`src/rtl/core/cam_cap_pkg.sv`:
```
// Shared types and constants for the camera sync line/frame capture block.
// Word layouts for the input and result streams, counter limits.
// No dependencies.
package cam_cap_pkg;

	localparam int LINE_MAX  = 2048;
	localparam int MAX_LINES = 4096;

	localparam int COL_W   = 11;
	localparam int LINES_W = 12;

	localparam int COL_CAP_I   = (LINE_MAX - 1 > 2047) ? 2047 : LINE_MAX - 1;
	localparam int LINES_CAP_I = (MAX_LINES - 1 > 4095) ? 4095 : MAX_LINES - 1;

	localparam logic [COL_W-1:0]   COL_CAP   = COL_W'(COL_CAP_I);
	localparam logic [LINES_W-1:0] LINES_CAP = LINES_W'(LINES_CAP_I);

	localparam int IN_W  = 16;
	localparam int OUT_W = 48;

	typedef enum logic {
		OP_SAMPLE = 1'b0,
		OP_ARM    = 1'b1
	} op_t;

	// input word, lowest bit first: href, vsync, data_byte
	typedef struct packed {
		logic [5:0] pad;
		logic [7:0] data_byte;
		logic       vsync;
		logic       href;
	} in_word_t;

	// result word, lowest bit first: pixel_valid .. capturing
	typedef struct packed {
		logic               pad;
		logic               capturing;
		logic [LINES_W-1:0] frame_lines;
		logic               frame_done;
		logic [COL_W-1:0]   line_width;
		logic               line_captured;
		logic               line_done;
		logic [COL_W-1:0]   pixel_column;
		logic [7:0]         pixel_byte;
		logic               pixel_valid;
	} res_word_t;

endpackage

```
`src/rtl/core/camera_sync_line_frame_capture.sv`:
```
// Throughput: one word per cycle while s_tready is high; the edge detect and counters
// update in one pass. A two-entry result buffer (output register plus skid) registers
// each result word and takes one accepted under an m_tready stall; s_tready is low
// while the skid is full. Reset (arst_n low) sets the previous href and vsync levels
// to one, clears counters, arm and capture flags, and empties the buffer.
// Depends on cam_cap_pkg.
module camera_sync_line_frame_capture (
	input  logic                         clk,
	input  logic                         arst_n,
	input  logic                         s_tvalid,
	output logic                         s_tready,
	input  logic [cam_cap_pkg::IN_W-1:0] s_tdata,   // href, vsync, data_byte[7:0], zero pad
	input  logic                         s_tuser,   // op
	output logic                         m_tvalid,
	input  logic                         m_tready,
	output logic [cam_cap_pkg::OUT_W-1:0] m_tdata   // pixel_valid, pixel_byte[7:0],
	// pixel_column[10:0], line_done, line_captured, line_width[10:0], frame_done,
	// frame_lines[11:0], capturing, zero pad
);
	import cam_cap_pkg::*;

	logic               line_valid_prev_q;
	logic               frame_sync_prev_q;
	logic [COL_W-1:0]   column_count_q;
	logic [LINES_W-1:0] line_count_q;
	logic               capture_armed_q;
	logic               capture_active_q;

	logic               lv_n;
	logic               fs_n;
	logic [COL_W-1:0]   col_n;
	logic [LINES_W-1:0] lines_n;
	logic               armed_n;
	logic               active_n;

	in_word_t  in_w;
	res_word_t res;
	res_word_t out_q;
	res_word_t skid_q;
	logic      out_valid_q;
	logic      skid_valid_q;
	logic      accept;
	logic      pop;

	assign in_w     = in_word_t'(s_tdata);
	assign s_tready = ~skid_valid_q;
	assign accept   = s_tvalid & s_tready;
	assign m_tvalid = out_valid_q;
	assign pop      = out_valid_q & m_tready;
	assign m_tdata  = OUT_W'(out_q);

	always_comb begin
		lv_n     = line_valid_prev_q;
		fs_n     = frame_sync_prev_q;
		col_n    = column_count_q;
		lines_n  = line_count_q;
		armed_n  = capture_armed_q;
		active_n = capture_active_q;
		res      = '0;
		unique case (op_t'(s_tuser))
			OP_ARM: begin
				armed_n = 1'b1;
			end
			OP_SAMPLE: begin
				if (!in_w.vsync) begin
					if (!in_w.href && line_valid_prev_q) begin
						res.line_done     = 1'b1;
						res.line_captured = capture_active_q;
						res.line_width    = column_count_q;
						col_n             = '0;
					end else if (in_w.href && !line_valid_prev_q) begin
						if (line_count_q < LINES_CAP)
							lines_n = line_count_q + LINES_W'(1);
					end
					if (in_w.href) begin
						res.pixel_valid  = capture_active_q;
						res.pixel_byte   = in_w.data_byte;
						res.pixel_column = column_count_q;
						if (column_count_q < COL_CAP)
							col_n = column_count_q + COL_W'(1);
					end
				end
				if (in_w.vsync && !frame_sync_prev_q) begin
					res.frame_done  = 1'b1;
					res.frame_lines = line_count_q;
					lines_n         = '0;
					active_n        = 1'b0;
				end else if (!in_w.vsync && frame_sync_prev_q) begin
					active_n = capture_armed_q;
					armed_n  = 1'b0;
				end
				lv_n = in_w.href;
				fs_n = in_w.vsync;
			end
			default: begin
			end
		endcase
		res.capturing = active_n;
	end

	always_ff @(posedge clk or negedge arst_n) begin
		if (!arst_n) begin
			line_valid_prev_q <= 1'b1;
			frame_sync_prev_q <= 1'b1;
			column_count_q    <= '0;
			line_count_q      <= '0;
			capture_armed_q   <= 1'b0;
			capture_active_q  <= 1'b0;
		end else if (accept) begin
			line_valid_prev_q <= lv_n;
			frame_sync_prev_q <= fs_n;
			column_count_q    <= col_n;
			line_count_q      <= lines_n;
			capture_armed_q   <= armed_n;
			capture_active_q  <= active_n;
		end
	end

	always_ff @(posedge clk or negedge arst_n) begin
		if (!arst_n) begin
			out_valid_q  <= 1'b0;
			skid_valid_q <= 1'b0;
		end else begin
			priority if (skid_valid_q) begin
				if (pop) begin
					out_valid_q  <= 1'b1;
					skid_valid_q <= 1'b0;
				end
			end else if (accept) begin
				if (!out_valid_q || pop)
					out_valid_q <= 1'b1;
				else
					skid_valid_q <= 1'b1;
			end else if (pop) begin
				out_valid_q <= 1'b0;
			end
		end
	end

	always_ff @(posedge clk) begin
		if (skid_valid_q) begin
			if (pop)
				out_q <= skid_q;
		end else if (accept) begin
			if (!out_valid_q || pop)
				out_q <= res;
			else
				skid_q <= res;
		end
	end

endmodule

```
`config.mk`:
```
export PLATFORM = sky130hd
export DESIGN_NAME = camera_sync_line_frame_capture
export DESIGN_NICKNAME = d
export VERILOG_FILES = /design/src/rtl/core/cam_cap_pkg.sv /design/src/rtl/core/camera_sync_line_frame_capture.sv
export SDC_FILE = /design/constraint.sdc
export NUM_CORES = 1
export LEC_CHECK = 0
export BUFFER_PORTS_ARGS = -buffer_cell sky130_fd_sc_hd__buf_4
export CAP_MARGIN = 0
export CORE_ASPECT_RATIO = 1.75
export CORE_MARGIN = 2
export CORE_UTILIZATION = 45
export DETAILED_ROUTE_END_ITERATION = 10
export PLACE_DENSITY_LB_ADDON = 0.15
export SYNTH_ARGS = -nofsm -noshare
export SYNTH_HDL_FRONTEND = slang
export SYNTH_SLANG_ARGS = --single-unit
```
`constraint.sdc`:
```
create_clock -name clk -period 7.1 [get_ports clk]
set_input_delay 1.065 -clock clk [delete_from_list [all_inputs] [get_ports clk]]
set_output_delay 1.065 -clock clk [all_outputs]
set_load 0.005 [all_outputs]
```
==> qor.yml, run 1 <==
outcome: "complete, no violations"
path_clk_slew_ns: 0.06
core_area_um2: 11580
power.total_mw: 2.539
drc_errors: 0
cpPeakStageDelay_ns: 0.58
grt_pass1_wl_um: 18010
ys_types: 47
cellPowerDensity_nw_per_um2: 385.8
fin_crit_ns: 2.609
grt_max_degree: 48
htreeDepth: 4
tightest_slew_ns: 1.015
maxSlewViolCount: 0
clk_latency_ns: 0.41
critical_path_arrival_ns: 2.88
synth_edf_count: 94
rsz0062_at_grt: "false"
power_leakage_nw: 2.557
ctsResizeCount: 0
ys_seq_elements: 123
die_w_um: 86.51
synth_area_um2: 5361
grt_busiest_layer: "met2"
start_util_pct: 46.29
firstDrtPassIters: 4
path_cells: "buf_4 > nor2b_1 > nand3_1 > o21ai_0 > o211ai_1"
clock-sinks: 123
drt_iter0_drc: 224
async_reset_ff_share_pct: 23.58
yosys.cell_count.top_type: "edfxtp_1"
dieArea_um2: 12840
nets: 485
r2r-end: "line_count_q[6]"
io_pins: 71
cts.root.buffer_cell: "clkbuf_16"
reg2reg_slack_ns: 4.68
yosysSeqAreaShare_pct: 66.23
fp-row-count: 52
gr-usage-met3_pct: 4.495
n_fill_cell: 949
synthToLayoutAreaGrowth_pct: 22.73
overflow: 0
end_kind: "register"
gp_congestion: 0.9152
worst_hold_slack_ns: 0.5101
cts_buffer_depth: 2
final.period_utilization_pct: 36.75
viasPerCell: 5.564
track_usage_pct: 18.56
tritoncts: "done"
vias: 3394
cts_hold_buffers: 0
cts_setup_buffers: 0
grt_pass1_vias: 3593
antenna_found_initial: 0
ys.flop_type: "edfxtp_1"
r2r_start: "skid_valid_q"
cap_violations: 0
die_h_um: 148.4
ys_warn_count: 0
grt_use_met2_pct: 33.81
wire_per_inst_um: 18.19
wl_um: 11100
ys_top_cells_by_area: "edfxtp_1 53%, dfrtp_1 13%, mux2_2 9.7%"
crit_end: "line_count_q[6]"
fmax_ghz: 0.3833
slew_headroom_pct: 32.20
avgSynthCellArea_um2: 13.68
slowest_stage: "o21ai_0"
antenna_left: 0
synth_area_leader_cell: "edfxtp_1"
cts_made_buffers: 17
setup_viol: 0
n_antenna_cell: 0
pre_cts_ws_ns: 4.037
regArea_um2: 3551
multi_input_area_um2: 1710
syn-num-nets: 415
synth_top_area_share_pct: 52.65
utilization_pct: 56.82
worst_slack_ns: 4.491
clock_skew_ns: 0.009127
startpoint: "s_tvalid"
hold_path.class: "reg2reg"
drive_gt1_share_pct: 32.63
worst_ep_required_time_ns: 7.37
grt_util_met1_pct: 19.54
ir_drop_uv: 182.7
hpwl_um: 7281
reg2regPathDepth: 4
port_buffers: 63
finalHoldViolCount: 0
tns_ns: 0
synthTopCellsByCount: "94 x edfxtp_1, 46 x mux2_2, 43 x and2_1"
synthCells: 392
critPathMaxFanout: 9
path_class: "in2reg"
cp-start-kind: "input port"
==> layout by cell type (no fill, tap or decap), drive strengths merged, types with 3 or more instances in the layout <==
cell type  count
edfxtp        94
buf           69
mux2          46
and2          44
dfrtp         27
nand2         23
a21oi         19
clkbuf        18
nand3         17
inv           16
o21ai         11
or4            9
nor3           8
o31ai          8
nor2           6
and4           5
o211ai         5
clkinv         5
nand4          4
or3            4
nand2b         3
nor4           3
==> layout make-up <==
cell class	count	share of cell area (%)
sequential	123	53.96
multi-input combinational	240	25.99
timing repair buffer	69	7.872
clock buffer	18	6.522
tap	135	2.567
clock inverter	14	2.453
inverter	11	0.6275
==> flip-flops by register name (all words and copies together) (netlist names) <==
| register | flops |
|---|---|
| m_tvalid | 1 |
| column_count_q | 11 |
| capture_active_q | 1 |
| capture_armed_q | 1 |
| skid_q | 47 |
| m_tdata | 47 |
| frame_sync_prev_q | 1 |
| line_count_q | 12 |
| skid_valid_q | 1 |
| line_valid_prev_q | 1 |
==> logic make-up (layout without fill, tap and decap cells) <==
kind of cell,count (synthesis),count (layout),share of synthesized area [%]
flops,123,123,66.23
buf+inv,29,112,2.217
simple gates,135,135,14.66
fa+ha+maj,2,2,0.4667
other cells,1,1,0.06994
compound gates,54,54,6.325
mux,48,48,10.04
==> worst min path at each step <==
stage / from / endpoint / cells after the start
6_report: capture_armed_q / capture_armed_q / 1
5_1_grt: skid_q[20] / m_tdata[20] / 2
4_1_cts: capture_armed_q / capture_armed_q / 1
3_5_place_dp: capture_armed_q / capture_armed_q / 1
3_3_place_gp: capture_armed_q / capture_armed_q / 1
2_1_floorplan: capture_armed_q / capture_armed_q / 1
==> report_power, final <==
group	total, mW	switching [mW]	leakage [nW]	internal (mW)
Combinational	0.570	0.285	1.00	0.286
Sequential	1.11	0.0894	1.27	1.02
Clock	0.859	0.335	0.284	0.524
==> per-stage QoR <==
stage | cell area (µm²) | cells
4_1_cts | 6580 | 610
5_1_grt | 6580 | 610
2_1_floorplan | 5361 | 392
3_5_place_dp | 5989 | 578
6_report | 6580 | 610
3_3_place_gp | 5989 | 578
==> layer usage <==
layer  up-vias  routed length [µm]
li1       1619                   -
met1      1684                4182
met2        72                6403
met3        19                 289
met4         0                 223
met5         -                   0
==> worst max-delay path, delay by kind of cell <==
family                 cells  cell delay (ns)
AND/OR/NAND/NOR            2             0.98
AO/OA/AOI/OAI              2             0.73
buffers and inverters      1             0.10
Power figures use the tool's default switching activity.
==> inputs of run 2 (changes only) <==
--- a/config.mk
+++ b/config.mk
@@ -5,6 +5,7 @@
 export SDC_FILE = /design/constraint.sdc
 export NUM_CORES = 1
 export LEC_CHECK = 0
+export ABC_AREA = 1
 export BUFFER_PORTS_ARGS = -buffer_cell sky130_fd_sc_hd__buf_4
 export CAP_MARGIN = 0
 export CORE_ASPECT_RATIO = 1.75
==> constraint.sdc (replaced) <==
create_clock -name clk -period 2.6 [get_ports clk]
set_input_delay 0.39 -clock clk [delete_from_list [all_inputs] [get_ports clk]]
set_output_delay 0.39 -clock clk [all_outputs]
set_load 0.005 [all_outputs]
==> run 2 against run 1 <==
  * Register-to-register slack got worse by 4.0 ns
  * Die area increased by 4.4%
  * Non-clock buffer count increased by 1
  * Clock power increased to 2.8 times the previous value
  * Core utilization decreased by 1.1 points
  * Largest cell class unchanged
  * Largest power group unchanged
  * Highest routed layer unchanged
==> qor.yml, run 2 <==
combPwrFrac_pct: 25.3  # +2.8 points
drt_iter0_drc: 215  # -4.0%
start_util_pct: 45.59  # -0.70 points
firstDrtPassIters: 6  # +2
antenna_left: 0  # unchanged
fin_crit_ns: 1.956
fp-row-count: 54  # +3.8%
cts_setup_buffers: 0  # unchanged
ys_seq_elements: 123  # unchanged
ys_warn_count: 0  # unchanged
path_cells: "buf_4 > inv_1 > buf_4 > buf_4"
ys_types: 37  # -21%
placedCellCount: 810  # +40%
synth_edf_count: 94  # unchanged
yosys.cell_count.top_type: "nand2_1"
fmax_ghz: 0.5113
vias: 4095  # +21%
nets: 685  # +41%
power_leakage_nw: 3.008  # +18%
yosysSeqAreaShare_pct: 63.33  # -2.9 points
ir_drop_uv: 617.8  # +240%
path_clk_slew_ns: 0.06  # about the same
track_usage_pct: 19.12  # +0.56 points
io_pins: 71  # unchanged
worst_ep_required_time_ns: 2.21  # -5.16 ns
most-common-layout-cells: "231 x nand2_1, 94 x edfxtp_1, 80 x nor2_1"
ctsResizeCount: 0  # unchanged
grt_pass1_wl_um: 19320  # +7.3%
end_kind: "primary output"
hold_path.class: "in2reg"
finalHoldViolCount: 0  # unchanged
syn-num-nets: 614  # +48%
power_switching_mw: 2.214  # +210%
maxSlewViolCount: 0  # unchanged
p_int_mw: 5.112  # +180%
rsz0062_at_grt: "false"
swShare_pct: 30.22  # +2.3 points
path_class: "reg2out"
tightest_slew_ns: 0.5365  # -0.4783 ns
port_buffers: 63  # unchanged
pwr-share-clk_pct: 32.3  # -1.6 points
cp-start-kind: "register"
clock_skew_ns: 0.008207  # -0.0009198 ns
avgSynthCellArea_um2: 9.487  # -31%
setup_viol: 0  # unchanged
overflow: 0  # unchanged
die_h_um: 151.7  # +2.2%
grt_pass1_vias: 3994  # +11%
tns_ns: 0  # unchanged
drive_gt1_share_pct: 17.86  # -15 points
reg2reg_slack_ns: 0.67  # -4.01 ns
cp_common_cell: "buf_4"
outcome: "complete, no violations"
critPathMaxFanout: 22  # +13
core_area_um2: 12300  # +6.2%
ys.flop_type: "edfxtp_1"
n_fill_cell: 1137  # +20%
cap_violations: 0  # unchanged
synthToLayoutAreaGrowth_pct: 22.29
gp_congestion: 0.9105  # -0.51%
final_cells: 840  # +38%
synthCells: 591  # +51%
synthTopCellsByCount: "231 x nand2_1, 94 x edfxtp_1, 82 x nor2_1"
cts.root.buffer_cell: "clkbuf_16"
holdPathStages: 3  # +2
final.period_utilization_pct: 75.23
cts_buffer_depth: 2  # unchanged
cpPeakStageDelay_ns: 0.43  # -0.15 ns
synth_top_area_share_pct: 50.35  # -2.3 points
hold_path_startpoint: "s_tdata[0]"
critical_path_arrival_ns: 1.57  # -1.31 ns
mostFrequentLayoutCell: "nand2_1"
cts_made_buffers: 17  # unchanged
reg2regPathDepth: 8  # +4
htreeDepth: 4  # unchanged
dpl-instance-area_um2: 6264  # +4.6%
r2r_start: "line_count_q[0]"
clk_latency_ns: 0.41  # about the same
p_seq_share_pct: 42.4  # -1.3 points
tritoncts: "done"
wl_um: 11960  # +7.7%
n_antenna_cell: 0  # unchanged
min_to: "column_count_q[7]"
wire_per_inst_um: 14.23  # -22%
grt_max_degree: 49  # +2.1%
async_reset_ff_share_pct: 23.58  # unchanged
synth_area_leader_cell: "edfxtp_1"
drc_errors: 0  # unchanged
synth_area_um2: 5607  # +4.6%
cellPowerDensity_nw_per_um2: 1069  # +180%
slowest_stage: "dfrtp_1"
dieArea_um2: 13400  # +4.4%
ys_top_cells_by_area: "edfxtp_1 50%, nand2_1 15%, dfrtp_1 12%"
slew_headroom_pct: 64.19  # +32 points
antenna_found_initial: 0  # unchanged
hpwl_um: 8245  # +13%
viasPerCell: 4.875  # -12%
design_area_um2: 6857  # +4.2%
r2r-end: "line_count_q[3]"
die_w_um: 88.38  # +2.2%
clock-sinks: 123  # unchanged
-- run 2: how the worst max path moves through the flow --
| stage | from | endpoint | slack [ns] | depth (start not counted) |
|---|---|---|---|---|
| 2_1_floorplan | skid_valid_q | m_tdata[0] | 0.11 | 4 |
| 3_3_place_gp | line_count_q[0] | line_count_q[4] | 0.68 | 8 |
| 3_5_place_dp | line_count_q[0] | line_count_q[4] | 0.68 | 8 |
| 4_1_cts | skid_valid_q | s_tready | 0.62 | 4 |
| 5_1_grt | line_count_q[0] | line_count_q[3] | 0.46 | 8 |
| 6_report | skid_valid_q | s_tready | 0.64 | 4 |
-- run 2: layer usage --
layer  vias up  track usage (%)  routed length, µm
met2        96            31.77               6114
met4         0            8.030                247
li1       2057                -                  -
met5         -                0                  0
met1      1925            23.44               5130
met3        17            4.821                464
-- run 2: cell type report --
type	instances	area (µm²)	area share (%)
multi-input cells	405	1790	26.11
clock buffers	18	429.2	6.259
inverters	45	168.9	2.464
well taps	168	210.2	3.066
repair buffers	70	553.0	8.066
flip-flops and latches	123	3551	51.79
clock inverters	11	153.9	2.245
-- run 2: metrics by stage --
step | setup slack [ns] | power (mW) | hold slack [ns] | util (%)
after floorplan | 0.1059 | 4.132 | 0.09441 | -
after global placement | 0.6797 | 4.962 | 0.3554 | 50.94
after detailed placement | 0.6846 | 5.010 | 0.3523 | 50.94
after CTS | 0.6222 | 7.388 | 0.3131 | 55.76
after global routing | 0.4611 | 7.737 | 0.3247 | 55.76
final | 0.6441 | 7.326 | 0.3212 | 55.76
-- run 2: timing repair --
| item | CTS | global route |
|---|---|---|
| hold buffers | 1 | 0 |
| hold endpoints to repair | 27 | 0 |
| endpoints found under the setup margin | 0 | 0 |
-- run 2: logic make-up (layout without fill, tap and decap cells) --
family | Yosys count | count (layout) | synth area share (%)
AND/OR/NAND/NOR | 363 | 363 | 27.00
flip-flops | 123 | 123 | 63.33
buffers and inverters | 63 | 144 | 4.999
AO/OA/AOI/OAI | 36 | 36 | 3.682
XOR/XNOR | 3 | 3 | 0.4687
adder cells (fa/ha/maj) | 2 | 2 | 0.4463
other | 1 | 1 | 0.06689
-- run 2: critical path: cells and delay by family, from the launching register on --
| family | cells | cell delay [ns] |
|---|---|---|
| buf+inv | 4 | 0.73 |
| flops | 1 | 0.43 |
-- run 2: power by group through the flow --
stage	logic, mW	clock network, mW	registers [mW]
floorplan	1.00	0	3.13
global placement	1.84	0	3.12
detailed placement	1.87	0	3.14
CTS	1.88	2.40	3.11
global route	2.08	2.48	3.17
finish	1.85	2.37	3.11
